--- config.mk ---
export PLATFORM = sky130hd
export DESIGN_NAME = ppc_branch_relocator
export DESIGN_NICKNAME = d
export VERILOG_FILES = /design/src/rtl/pbr_pkg.sv /design/src/rtl/ppc_branch_relocator.sv /design/src/rtl/pbr_front.sv /design/src/rtl/pbr_queue.sv /design/src/rtl/pbr_back.sv
export SDC_FILE = /design/constraint.sdc
export NUM_CORES = 1
export LEC_CHECK = 0
export BUFFER_PORTS_ARGS = -buffer_cell sky130_fd_sc_hd__buf_4
export CAP_MARGIN = 20
export CORE_ASPECT_RATIO = 1.4
export CORE_MARGIN = 2
export CORE_UTILIZATION = 53
export DETAILED_ROUTE_END_ITERATION = 6
export PLACE_DENSITY_LB_ADDON = 0.05
export SETUP_SLACK_MARGIN = 0.4
export SKIP_CTS_REPAIR_TIMING = 1
export SLEW_MARGIN = 20
export SYNTH_ARGS = -nofsm -noshare
export SYNTH_HDL_FRONTEND = slang
export SYNTH_HIERARCHICAL = 1
export SYNTH_SLANG_ARGS = --single-unit
--- constraint.sdc ---
create_clock -name aclk -period 6 [get_ports aclk]
set_input_delay 0.6 -clock aclk [delete_from_list [all_inputs] [get_ports aclk]]
set_output_delay 0.6 -clock aclk [all_outputs]
set_load 0.02 [all_outputs]
--- src/rtl/pbr_pkg.sv ---
// ----------------------------------------------------------------------------
// pbr_pkg: shared types and constants of the branch relocator
// Opcode fields, the classified entry that moves from the front end to the
// back end, and the step codes of the six-word far branch.
// ----------------------------------------------------------------------------
package pbr_pkg;

    // primary opcodes
    localparam logic [5:0] OP_BC    = 6'd16;
    localparam logic [5:0] OP_B     = 6'd18;
    localparam logic [5:0] OP_BCCTR = 6'd19;
    localparam logic [5:0] OP_LIS   = 6'd15;
    localparam logic [5:0] OP_ORI   = 6'd24;
    localparam logic [5:0] OP_EXT   = 6'd31;
    localparam logic [5:0] OP_LD    = 6'd58;
    localparam logic [5:0] OP_STD   = 6'd62;

    // extended opcodes and fixed fields
    localparam logic [9:0]  XO_BCCTR  = 10'd528;
    localparam logic [9:0]  XO_MTSPR  = 10'd467;
    // ctr spr number 9 with its two halves swapped
    localparam logic [9:0]  SPR_CTR   = 10'd288;
    localparam logic [4:0]  BO_ALWAYS = 5'd20;
    localparam logic [4:0]  BI_NONE   = 5'd0;
    localparam logic [4:0]  REG_ZERO  = 5'd0;
    localparam logic [4:0]  REG_SP    = 5'd1;
    localparam logic [15:0] SAVE_DISP = 16'hFFD0;

    // step codes of the far branch sequence
    localparam logic [2:0] STEP_STD   = 3'd0;
    localparam logic [2:0] STEP_LIS   = 3'd1;
    localparam logic [2:0] STEP_ORI   = 3'd2;
    localparam logic [2:0] STEP_MTCTR = 3'd3;
    localparam logic [2:0] STEP_LD    = 3'd4;
    localparam logic [2:0] STEP_BCCTR = 3'd5;

    // classified instruction: pass-through word or relocated branch target
    typedef struct packed {
        logic        relocate;
        logic [31:0] data;
        logic [4:0]  bo;
        logic [4:0]  bi;
        logic        lk;
    } pbr_entry_t;

endpackage

--- src/rtl/ppc_branch_relocator.sv ---
// The first result word passes through the front stage register, the queue
//   and the output register before it can transfer.
// A plain word leaves as one output word; a relative branch leaves as six
//   words, one per transfer through the single-word output register.
// The front stage and the queue keep taking input while the back end emits, until the queue is full.
// Reset: synchronous active-low aresetn clears all valid state and sets the
//   scratch register to r0.
// ----------------------------------------------------------------------------
// ppc_branch_relocator: trampoline branch relocation
// Turns a relative b or bc into a six-word branch through ctr and passes
// every other instruction word through unchanged.
// ----------------------------------------------------------------------------
module ppc_branch_relocator
    import pbr_pkg::*;
#(
    parameter int QUEUE_DEPTH = 4
) (
    input  logic        aclk,
    input  logic        aresetn,
    // scratch register write
    input  logic        cfg_we,
    input  logic [4:0]  cfg_wdata,
    // input stream
    input  logic        s_tvalid,
    output logic        s_tready,
    input  logic [63:0] s_tdata,   // [31:0] instruction_word, [63:32] instruction_address
    // output stream
    output logic        m_tvalid,
    input  logic        m_tready,
    output logic [31:0] m_tdata,   // [31:0] out_word
    output logic        m_tlast    // last_word
);

    logic [4:0] scratch_reg;
    logic       fq_valid;
    logic       fq_ready;
    pbr_entry_t fq_entry;
    logic       qb_valid;
    logic       qb_pop;
    pbr_entry_t qb_entry;

    // scratch register
    always_ff @(posedge aclk) begin
        if (!aresetn) begin
            scratch_reg <= '0;
        end else if (cfg_we) begin
            scratch_reg <= cfg_wdata;
        end
    end

    // decode and target stage
    pbr_front u_front (
        .aclk     (aclk),
        .aresetn  (aresetn),
        .s_tvalid (s_tvalid),
        .s_tready (s_tready),
        .in_word  (s_tdata[31:0]),
        .in_addr  (s_tdata[63:32]),
        .q_valid  (fq_valid),
        .q_ready  (fq_ready),
        .q_entry  (fq_entry)
    );

    // decoupling queue
    pbr_queue #(
        .DEPTH (QUEUE_DEPTH)
    ) u_queue (
        .aclk      (aclk),
        .aresetn   (aresetn),
        .in_valid  (fq_valid),
        .in_ready  (fq_ready),
        .in_entry  (fq_entry),
        .out_valid (qb_valid),
        .out_pop   (qb_pop),
        .out_entry (qb_entry)
    );

    // word emitter
    pbr_back u_back (
        .aclk     (aclk),
        .aresetn  (aresetn),
        .scratch  (scratch_reg),
        .q_valid  (qb_valid),
        .q_entry  (qb_entry),
        .q_pop    (qb_pop),
        .m_tvalid (m_tvalid),
        .m_tready (m_tready),
        .m_word   (m_tdata),
        .m_last   (m_tlast)
    );

endmodule

--- src/rtl/pbr_front.sv ---
// ----------------------------------------------------------------------------
// pbr_front: decode and target stage
// Classifies each incoming instruction, computes the branch target and
// holds the result in one register stage ahead of the queue.
// ----------------------------------------------------------------------------
module pbr_front
    import pbr_pkg::*;
(
    input  logic        aclk,
    input  logic        aresetn,
    input  logic        s_tvalid,
    output logic        s_tready,
    input  logic [31:0] in_word,
    input  logic [31:0] in_addr,
    output logic        q_valid,
    input  logic        q_ready,
    output pbr_entry_t  q_entry
);

    logic       valid_reg;
    logic       valid_next;
    pbr_entry_t entry_reg;
    pbr_entry_t entry_next;
    logic [5:0]  opcode;
    logic        is_b;
    logic        is_bc;
    logic [31:0] offset;
    logic        take;

    assign s_tready = !valid_reg || q_ready;
    assign take     = s_tvalid && s_tready;

    // decode and target add
    always_comb begin
        opcode = in_word[31:26];
        is_b   = (opcode == OP_B);
        is_bc  = (opcode == OP_BC);
        if (is_b) begin
            offset = {{6{in_word[25]}}, in_word[25:2], 2'b00};
        end else begin
            offset = {{16{in_word[15]}}, in_word[15:2], 2'b00};
        end
        entry_next.relocate = (is_b || is_bc) && !in_word[1];
        entry_next.data     = entry_next.relocate ? (in_addr + offset) : in_word;
        entry_next.bo       = is_b ? BO_ALWAYS : in_word[25:21];
        entry_next.bi       = is_b ? BI_NONE : in_word[20:16];
        entry_next.lk       = in_word[0];
    end

    // stage occupancy
    always_comb begin
        valid_next = valid_reg;
        if (take) begin
            valid_next = 1'b1;
        end else if (q_ready) begin
            valid_next = 1'b0;
        end
    end

    always_ff @(posedge aclk) begin
        if (!aresetn) begin
            valid_reg <= 1'b0;
        end else begin
            valid_reg <= valid_next;
        end
    end

    // payload
    always_ff @(posedge aclk) begin
        if (take) begin
            entry_reg <= entry_next;
        end
    end

    assign q_valid = valid_reg;
    assign q_entry = entry_reg;

endmodule

--- src/rtl/pbr_queue.sv ---
// ----------------------------------------------------------------------------
// pbr_queue: decoupling queue
// Small first-in first-out store of classified entries between the front
// end and the back end, head visible without a read delay.
// ----------------------------------------------------------------------------
module pbr_queue
    import pbr_pkg::*;
#(
    parameter int DEPTH = 4
) (
    input  logic       aclk,
    input  logic       aresetn,
    input  logic       in_valid,
    output logic       in_ready,
    input  pbr_entry_t in_entry,
    output logic       out_valid,
    input  logic       out_pop,
    output pbr_entry_t out_entry
);

    localparam int PTR_W = (DEPTH > 1) ? $clog2(DEPTH) : 1;
    localparam int CNT_W = $clog2(DEPTH + 1);
    localparam logic [PTR_W-1:0] PTR_LAST = PTR_W'(DEPTH - 1);
    localparam logic [CNT_W-1:0] CNT_FULL = CNT_W'(DEPTH);

    pbr_entry_t       slots [DEPTH];
    logic [PTR_W-1:0] wr_ptr_reg;
    logic [PTR_W-1:0] wr_ptr_next;
    logic [PTR_W-1:0] rd_ptr_reg;
    logic [PTR_W-1:0] rd_ptr_next;
    logic [CNT_W-1:0] count_reg;
    logic [CNT_W-1:0] count_next;
    logic             push;
    logic             pop;

    assign in_ready  = (count_reg != CNT_FULL);
    assign out_valid = (count_reg != '0);
    assign push      = in_valid && in_ready;
    assign pop       = out_pop && out_valid;
    assign out_entry = slots[rd_ptr_reg];

    // pointer and fill count update
    always_comb begin
        wr_ptr_next = wr_ptr_reg;
        rd_ptr_next = rd_ptr_reg;
        count_next  = count_reg;
        if (push) begin
            wr_ptr_next = (wr_ptr_reg == PTR_LAST) ? '0 : wr_ptr_reg + 1'b1;
        end
        if (pop) begin
            rd_ptr_next = (rd_ptr_reg == PTR_LAST) ? '0 : rd_ptr_reg + 1'b1;
        end
        if (push && !pop) begin
            count_next = count_reg + 1'b1;
        end else if (pop && !push) begin
            count_next = count_reg - 1'b1;
        end
    end

    always_ff @(posedge aclk) begin
        if (!aresetn) begin
            wr_ptr_reg <= '0;
            rd_ptr_reg <= '0;
            count_reg  <= '0;
        end else begin
            wr_ptr_reg <= wr_ptr_next;
            rd_ptr_reg <= rd_ptr_next;
            count_reg  <= count_next;
        end
    end

    // entry storage
    always_ff @(posedge aclk) begin
        if (push) begin
            slots[wr_ptr_reg] <= in_entry;
        end
    end

endmodule

--- src/rtl/pbr_back.sv ---
// ----------------------------------------------------------------------------
// pbr_back: word emitter
// Walks the queue head through the far branch sequence one word per
// transfer, or passes a plain word through, into the output register.
// ----------------------------------------------------------------------------
module pbr_back
    import pbr_pkg::*;
(
    input  logic        aclk,
    input  logic        aresetn,
    input  logic [4:0]  scratch,
    input  logic        q_valid,
    input  pbr_entry_t  q_entry,
    output logic        q_pop,
    output logic        m_tvalid,
    input  logic        m_tready,
    output logic [31:0] m_word,
    output logic        m_last
);

    logic [2:0]  step_reg;
    logic [2:0]  step_next;
    logic        out_valid_reg;
    logic        out_valid_next;
    logic [31:0] word_reg;
    logic        last_reg;
    logic [31:0] word_next;
    logic        last_next;
    logic        load;
    logic        emit;

    assign load  = !out_valid_reg || m_tready;
    assign emit  = load && q_valid;
    assign q_pop = emit && last_next;

    // word for the current step
    always_comb begin
        if (!q_entry.relocate) begin
            word_next = q_entry.data;
            last_next = 1'b1;
        end else begin
            last_next = (step_reg == STEP_BCCTR);
            case (step_reg)
                STEP_STD:   word_next = {OP_STD, scratch, REG_SP, SAVE_DISP};
                STEP_LIS:   word_next = {OP_LIS, scratch, REG_ZERO, q_entry.data[31:16]};
                STEP_ORI:   word_next = {OP_ORI, scratch, scratch, q_entry.data[15:0]};
                STEP_MTCTR: word_next = {OP_EXT, scratch, SPR_CTR, XO_MTSPR, 1'b0};
                STEP_LD:    word_next = {OP_LD, scratch, REG_SP, SAVE_DISP};
                STEP_BCCTR: word_next = {OP_BCCTR, q_entry.bo, q_entry.bi, 5'd0,
                                         XO_BCCTR, q_entry.lk};
                default:    word_next = q_entry.data;
            endcase
        end
    end

    // step counter and output valid
    always_comb begin
        step_next      = step_reg;
        out_valid_next = out_valid_reg;
        if (load) begin
            out_valid_next = q_valid;
        end
        if (emit) begin
            step_next = last_next ? STEP_STD : step_reg + 1'b1;
        end
    end

    always_ff @(posedge aclk) begin
        if (!aresetn) begin
            step_reg      <= STEP_STD;
            out_valid_reg <= 1'b0;
        end else begin
            step_reg      <= step_next;
            out_valid_reg <= out_valid_next;
        end
    end

    // output payload
    always_ff @(posedge aclk) begin
        if (emit) begin
            word_reg <= word_next;
            last_reg <= last_next;
        end
    end

    assign m_tvalid = out_valid_reg;
    assign m_word   = word_reg;
    assign m_last   = last_reg;

`ifndef SYNTHESIS
    // step counter stays within the six-word sequence
    a_step_range: assert property (@(posedge aclk) disable iff (!aresetn)
        step_reg <= STEP_BCCTR)
        else $error("step counter out of range");

    // a sequence in progress always sits on a relocated head entry
    a_step_head: assert property (@(posedge aclk) disable iff (!aresetn)
        (step_reg != STEP_STD) |-> (q_valid && q_entry.relocate))
        else $error("sequence in progress without relocated head");

    // popping the head restarts the sequence
    a_pop_restart: assert property (@(posedge aclk) disable iff (!aresetn)
        q_pop |=> (step_reg == STEP_STD))
        else $error("step counter not cleared after pop");

    // a relocated entry only pops on its final word
    a_pop_last: assert property (@(posedge aclk) disable iff (!aresetn)
        (q_pop && q_entry.relocate) |-> (step_reg == STEP_BCCTR))
        else $error("relocated entry popped early");
`endif

endmodule

==> impl_metrics.ini, run 1 <==
[clock_network]
ctsRootBufferMaster = clkbuf_16
cts_tree = done
cts.sinks = 272
htree_levels = 1
cts_max_path_buffers = 3
cts.clk_slew.worst_paths_ns = 0.06
clk_latency_ns = 0.51
numCtsBuffers = 24

[place]
routabilityCongestion = 0.903
io_buffers = 108
place_ws_ns = 1.90
dp_hpwl_mm = 20.6

[synthesis]
synth.most_common_cell = edfxtp_1
yosysTopAreaCellShare_pct = 59.6
async_reset_ff_share_pct = 0
synth-seq-cells = 272
synth_seq_area_share_pct = 62.6
postSynthCellCount = 881
synthesis.area_mm2 = 0.0127
synth.area.top_cells = edfxtp_1, mux4_2, ha_1
synth_top_area_cell = edfxtp_1
synth_edf_count = 253
synth_top_flop_cell = edfxtp_1
syn_area_per_cell_um2 = 14.5
ys_types = 77
netlist_top_cells_count = edfxtp_1, nand2_1, mux4_2
synth_nets = 1000
ys_warn_count = 6

[global_routing]
grt_pass1_vias = 8106
antenna_found_initial = 0
grt_use_total_pct = 23.0
grt_pass1_wl_mm = 44.6
overflow = 0
grt_max_degree = 61

[timing]
fmax_mhz = 263
relSlewSlack_pct = 36.8
layout_min_cycle_time_ns = 3.80
finalSetupViolCount = 0
skew_ns = 0.0140
hold_viol = 0
tns_ns = 0
rsz0062_at_grt = false
slew_violations = 0
worst_slack_ns = 2.20
tightestPinTransition_ns = 0.947
period_share_pct = 63.4

[finish]
seqCellArea_mm2 = 0.00798
n_fill_cell = 1891
diodes = 0
drive_gt1_share_pct = 23.5
area.growth.synth_to_final_pct = 13.9
largest_reg_flops = 176
finalNetCount = 1102
regMostFlops = u_queue/slots
multi_input_area_mm2 = 0.00442

[run_status]
status = completed

[critical_path]
cp.required_ns = 6.43
path_max_fanout = 44
crit_path_start_kind = register
criticalPathCategory = register to register
arrival_ns = 4.23
crit_path_end_kind = register

[flow_run]
maxCapViolCount = 0

[floorplanning]
die_y_um = 188
num_io_pins = 109
start_util_pct = 53.5
die_x_um = 135
rows = 67
dieArea_mm2 = 0.0253
core_mm2 = 0.0238

[pwr]
p_int_w = 0.00387
pwr-share-clk_pct = 25.7
p_seq_share_pct = 45.8
powerDensity_mw_per_mm2 = 381
ir_drop_uv = 356
p_sw_w = 0.00167
switching_share_pct = 30.2
p_comb_share_pct = 28.6
p_leak_nw = 5.17

[routing]
drtIter0Drc = 372
drt_first_pass_iters = 4
totalWireLength_mm = 28.7
drc = 0
postRouteAntennaNets = 0
vias_per_cell = 5.88
num_vias = 7695
wl_per_cell_um = 22.0

[hold_path]
hold_path_class = input pin to register
power by group through the flow:
stage / sequential, W / combinational (W) / clock, W
final: 0.00253 / 0.00158 / 0.00142
after global routing: 0.00256 / 0.00170 / 0.00152
after CTS: 0.00254 / 0.00159 / 0.00145
after detailed placement: 0.00258 / 0.00158 / 0
after global placement: 0.00256 / 0.00156 / 0
after floorplan: 0.00271 / 0.000916 / 0
stage by stage:
| step | total power, W | utilization [%] | area [µm²] | instances | hold WS (ns) |
|---|---|---|---|---|---|
| 6_report | 0.00554 | 61.0 | 14500 | 1308 | 0.292 |
| 5_1_grt | 0.00578 | 61.0 | 14500 | 1308 | 0.275 |
| 4_1_cts | 0.00558 | 61.0 | 14500 | 1308 | 0.275 |
| 3_5_place_dp | 0.00416 | 57.9 | 13800 | 1267 | 0.484 |
| 3_3_place_gp | 0.00412 | 57.9 | 13800 | 1267 | 0.465 |
| 2_1_floorplan | 0.00363 | - | 12700 | 881 | 0.459 |
worst max-delay path, cell delays in order, from the launching register on:
cell and delay, ns:
dfxtp_1 0.31, buf_4 0.50, mux4_2 0.51, a21boi_0 0.53, nor3_1 0.12, o31ai_1 0.18, ha_1 0.30, inv_1 0.06
fa_1 0.38, xor2_1 0.18, or3_2 0.41, a21boi_0 0.21
routing by layer:
metal / GRT usage (%) / share of wire [%]
met3: 2.70 / 4.1
met4: 9.29 / 3.8
met1: 28.7 / 41
met5: 0 / 0
met2: 40.8 / 51
kinds of logic after synthesis:
group | Yosys count | share of synthesized area (%)
XOR/XNOR | 18 | 1.24
AO/OA/AOI/OAI | 185 | 9.99
buffers and inverters | 73 | 2.79
adder cells (fa/ha/maj) | 45 | 4.53
multiplexers | 70 | 9.96
flip-flops | 272 | 62.6
AND/OR/NAND/NOR | 218 | 8.90
final timing paths:
kind,from,to,slack [ns],cells after the start
max,register,u_queue/count_reg[2]$_SDFFE_PN0P_,2.20,11
min,s_tdata[0],u_front/q_entry[0]$_DFFE_PP_,0.29,1
max reg2reg,register,u_queue/count_reg[2]$_SDFFE_PN0P_,2.20,11
min reg2reg,u_front/q_entry[41]$_DFFE_PP_,u_queue/slots[1][41]$_DFFE_PP_,0.49,0
area by class of cell:
class | instances | share of cell area (%)
timing repair buffer | 118 | 6.10
clock buffer | 27 | 4.36
clock inverter | 14 | 0.629
inverter | 31 | 0.802
sequential | 272 | 55.0
multi-input combinational | 536 | 30.5
tap | 310 | 2.67
cell usage in the layout (no fill, tap or decap), types with 7 or more instances in the layout:
master     Yosys  final
a21oi_1       43     43
o31ai_1        7      7
o2bb2ai_1     14     14
ha_1          43     43
o21ai_0       40     40
nor2_1        29     28
nand2_1       75     75
xnor2_1       10     10
nor2b_1       19     19
a21boi_0      11     11
buf_4          6    118
and3_1         9      9
clkbuf_16      0     25
nand3_1       17     17
mux2i_1       11     11
mux2_2        11     11
inv_1         31     31
edfxtp_1     253    253
xor2_1         8      8
nand4_1       12     12
a21o_1        10     10
nor3_1        12     12
mux4_2        44     44
dfxtp_1       19     18
o21ai_1        8      8
Note: power is estimated with default switching activity, not from simulation.
==> run 2: changes to the inputs <==
- clock period: 6 -> 3.7 ns (I/O delays scaled with it)
==> run 2 against run 1 <==
Effect of this change:
- clock power rose by 68%
- critical path type is now input pin to register
- wire length rose by 0.35%
- largest cell class unchanged
- via count rose by 1.7%
- die area did not move
==> impl_metrics.ini, run 2 (synthesis results as in run 1) <==
[run_status]
status = completed

[floorplanning]
start_util_pct = 53.5
rows = 67
die_y_um = 188
dieArea_mm2 = 0.0253
num_io_pins = 109
die_x_um = 135
core_mm2 = 0.0238

[pwr]
ir_drop_uv = 429
p_leak_nw = 5.22
p_total_w = 0.00905
powerDensity_mw_per_mm2 = 620

[clock_network]
ctsRootBufferMaster = clkbuf_16
cts_tree = done
numCtsBuffers = 24
cts_max_path_buffers = 3
cts.clk_slew.worst_paths_ns = 0.06
htree_levels = 1
clk_latency_ns = 0.51
cts.sinks = 272

[timing]
rsz0062_at_grt = false
relSlewSlack_pct = 34.1
hold_viol = 0
tns_ns = 0
skew_ns = 0.0121
layout_min_cycle_time_ns = 3.01
tightestPinTransition_ns = 0.989
slew_violations = 0
finalSetupViolCount = 0
fmax_mhz = 332
period_share_pct = 81.5
hold_slack_ns = 0.0815

[critical_path]
path_max_fanout = 9
crit_family = simple AND/OR/NAND/NOR gates
arrival_ns = 3.31
reg2reg_depth = 10
slowest_stage = ha_1
path_buf_inv = 2
crit_chain = buf_4, nor3_1, a41o_1, buf_4, nand2_1, ha_1, nand4_1, nor4_4, nand2_1, a21oi_2, o21ai_1, and3_1, o31ai_1
crit_path_start_kind = input pin
criticalPathCategory = input pin to register
slowest_delay_ns = 0.45
crit_path_end_kind = register
r2r_slack_ns = 0.69
cp.required_ns = 4.00
critical_path_cell_count = 13

[global_routing]
grt_max_degree = 45
grt_use_total_pct = 22.9
grt_pass1_wl_mm = 44.7
antenna_found_initial = 0
overflow = 0
grt_pass1_vias = 8022

[finish]
area.growth.synth_to_final_pct = 14.6
drive_gt1_share_pct = 24.1
diodes = 0
regMostFlops = u_queue/slots
layout_commonest_cell = edfxtp_1
finish.utilization_pct = 61.4
finalNetCount = 1110
largest_reg_flops = 176
stdcell_count = 1319
final_cell_mix = edfxtp_1, buf_4, nand2_1

[place]
io_buffers = 108
dp.cells = 1274
routabilityCongestion = 0.866
dp_hpwl_mm = 20.9

[routing]
drt_first_pass_iters = 4
drc = 0
num_vias = 7822
drtIter0Drc = 569
totalWireLength_mm = 28.8
postRouteAntennaNets = 0
wl_per_cell_um = 21.9
vias_per_cell = 5.93

[flow_run]
maxCapViolCount = 0

[hold_path]
hold_path_class = input pin to register
worstHoldPathCells = 1
-- run 2: cell type report --
type / instances / area, µm²
Clock buffer: 34 / 659
Clock inverter: 10 / 93.8
Fill cell: 1872 / 9200
Inverter: 31 / 116
Multi-Input combinational cell: 536 / 4430
Sequential cell: 272 / 7980
Tap cell: 310 / 388
Timing Repair Buffer: 126 / 946
-- run 2: metal layers --
metal	track usage, %	vias up	routed length [µm]
met5	0	-	0
met4	9.01	0	1110
met3	2.62	49	1260
met2	40.3	239	15000
met1	29.0	3882	11500
li1	-	3652	-
-- run 2: where the power goes --
part	switching [W]	internal (W)	total, W
combinational	0.00152	0.00104	0.00256
sequential	0.000170	0.00395	0.00412
clock	0.000997	0.00138	0.00238
total	0.00268	0.00637	0.00905
-- run 2: path summary, 6_finish.rpt --
path                                                    start                           endpoint
worst max-delay path                              s_tdata[28]      u_front/q_entry[38]$_DFFE_PP_
worst min register to register  u_front/q_entry[29]$_DFFE_PP_     u_queue/slots[3][29]$_DFFE_PP_
worst max register to register                       register  u_queue/count_reg[2]$_SDFFE_PN0P_
worst min-delay path                               s_tdata[0]       u_front/q_entry[0]$_DFFE_PP_
-- run 2: metrics by stage --
step	setup slack, ns	cell area [µm²]
2_1_floorplan	0.453	12700
3_3_place_gp	-0.0741	13800
3_5_place_dp	-0.140	13800
4_1_cts	0.372	14600
5_1_grt	0.507	14600
6_report	0.686	14600
==> run 3: changes to the inputs <==
- ABC_AREA: default -> 1
- clock period: 3.7 -> 2.55 ns (I/O delays scaled with it)
==> run 3 against run 2 <==
Effect of this change:
- sequential power rose by 47%
- non-clock buffer count rose by 30
- cell count rose by 43%
- final area rose by 10%
- sequential cell count did not move
- power rose by 66%
- register-to-register slack got worse by 0.14 ns
- combinational power rose by 110%
- count of clock-buffer cells in the layout fell by 7
- synthesized area rose by 6.0%
- clock skew rose by 0.0036 ns
- die area rose by 5.9%
==> impl_metrics.ini, run 3 <==
[run_status]
status = completed

[pwr]
powerDensity_mw_per_mm2 = 937
ir_drop_uv = 829
p_sw_w = 0.00545
switching_share_pct = 36.2
p_comb_share_pct = 36.5
p_seq_share_pct = 40.2
p_total_w = 0.0151
p_int_w = 0.00961
p_leak_nw = 6.73
pwr-share-clk_pct = 23.2

[critical_path]
cp.required_ns = 2.82
criticalPathCategory = input pin to register
arrival_ns = 2.30
path_max_fanout = 9
crit_path_end_kind = register
crit_path_start_kind = input pin
r2r_slack_ns = 0.55

[synthesis]
synth_top_flop_cell = edfxtp_1
netlist_top_cells_count = nand2_1, edfxtp_1, nor2_1
synth.most_common_cell = nand2_1
async_reset_ff_share_pct = 0
synth-seq-cells = 272
synthesis.area_mm2 = 0.0135
synth_seq_area_share_pct = 59.0
synth_edf_count = 253
synth.area.top_cells = edfxtp_1, nand2_1, nor2_1
ys_types = 40
ys_warn_count = 6
yosysTopAreaCellShare_pct = 56.2
postSynthCellCount = 1408
synth_top_area_cell = edfxtp_1
synth_nets = 1527
syn_area_per_cell_um2 = 9.60

[finish]
regMostFlops = u_queue/slots
largest_reg_flops = 176
final_cell_mix = nand2_1, edfxtp_1, inv_1
finalNetCount = 1668
layout_commonest_cell = nand2_1
stdcell_count = 1885
drive_gt1_share_pct = 19.9
multi_input_area_mm2 = 0.00497
n_fill_cell = 2126
seqCellArea_mm2 = 0.00798
area.growth.synth_to_final_pct = 18.9
fin_area_mm2 = 0.0161
diodes = 0

[floorplanning]
rows = 69
num_io_pins = 109
core_mm2 = 0.0252
dieArea_mm2 = 0.0268
die_y_um = 193
start_util_pct = 53.6
die_x_um = 139

[timing]
period_share_pct = 79.5
tightestPinTransition_ns = 0.609
slew_violations = 0
layout_min_cycle_time_ns = 2.03
hold_viol = 0
rsz0062_at_grt = true
finalSetupViolCount = 0
fmax_mhz = 493
skew_ns = 0.0157
hold_slack_ns = 0.0282
relSlewSlack_pct = 59.4
tns_ns = 0

[place]
routabilityCongestion = 0.979
placed_cell_area_mm2 = 0.0150
io_buffers = 108
dp.cells = 1837
dp_hpwl_mm = 23.8

[routing]
totalWireLength_mm = 33.3
postRouteAntennaNets = 0
drt_first_pass_iters = 5
vias_per_cell = 5.35
drc = 0
wl_per_cell_um = 17.6
drtIter0Drc = 776
num_vias = 10091

[hold_path]
hold_path_class = input pin to register

[flow_run]
maxCapViolCount = 0

[clock_network]
ctsRootBufferMaster = clkbuf_16
clk_latency_ns = 0.52
htree_levels = 1
cts_max_path_buffers = 3
cts.sinks = 272
numCtsBuffers = 24
cts.clk_slew.worst_paths_ns = 0.06
cts_tree = done

[global_routing]
overflow = 0
grt_max_degree = 87
grt_use_total_pct = 24.2
grt_pass1_vias = 9628
antenna_found_initial = 0
grt_pass1_wl_mm = 50.6
==> run 3: path summary, 6_finish.rpt <==
check | endpoint | cells past startpoint | from
worst max-delay path | u_front/q_entry[29]$_DFFE_PP_ | 16 | s_tdata[29]
worst min-delay path | u_front/q_entry[15]$_DFFE_PP_ | 3 | s_tdata[4]
worst max register to register | u_queue/count_reg[1]$_SDFFE_PN0P_ | 10 | u_back/step_reg[1]$_SDFFE_PN0P_
worst min register to register | scratch_reg[3]$_SDFFE_PN0P_ | 2 | scratch_reg[3]$_SDFFE_PN0P_
==> run 3: through the flow <==
stage                     util [%]  setup WS [ns]
after floorplan                  -          0.261
after detailed placement      59.6         -0.148
after CTS                     62.7          0.335
after global routing          63.8          0.365
after global placement        59.6         -0.134
final                         63.8          0.522
==> run 3: cell type report <==
type                            count  share of cell area (%)
Clock buffer                       27                    3.94
Clock inverter                     16                   0.817
Inverter                          180                    4.31
Multi-Input combinational cell    914                    30.9
Sequential cell                   272                    49.7
Tap cell                          319                    2.48
Timing Repair Buffer              156                    7.79
Timing Repair inverter              1                  0.0545
==> run 3: critical path, cell delays in order <==
cell,delay [ns]
buf_4,0.10
inv_1,0.08
nand2_2,0.08
nor2_4,0.11
nand2_2,0.07
buf_4,0.17
o21ai_2,0.12
inv_1,0.11
ha_4,0.29
nand2_2,0.07
nor2_2,0.23
nand2_1,0.13
a21oi_1,0.19
nor2_1,0.10
nor2_1,0.10
o21ai_1,0.07
==> run 3: cell families after synthesis <==
family / after synthesis / share of synthesized area (%)
AND/OR/NAND/NOR: 630 / 18.8
AO/OA/AOI/OAI: 228 / 9.88
XOR/XNOR: 11 / 0.713
adder cells (fa/ha/maj): 45 / 4.28
buffers and inverters: 222 / 7.28
flip-flops: 272 / 59.0
==> run 3: routing by layer <==
layer  global-route usage [%]  vias to the layer above  part of all wire (%)
met4                     11.0                        0                   4.6
met2                     45.3                      336                    52
li1                         -                     4971                     -
met5                        0                        -                     0
met1                     28.4                     4702                    39
met3                     2.25                       82                   4.9
==> run 3: power groups by stage <==
stage | clock (W) | sequential (W) | combinational, W
after floorplan | 0 | 0.00647 | 0.00334
after global placement | 0 | 0.00612 | 0.00530
after detailed placement | 0 | 0.00615 | 0.00535
after CTS | 0.00355 | 0.00606 | 0.00537
after global routing | 0.00373 | 0.00613 | 0.00604
final | 0.00350 | 0.00606 | 0.00550
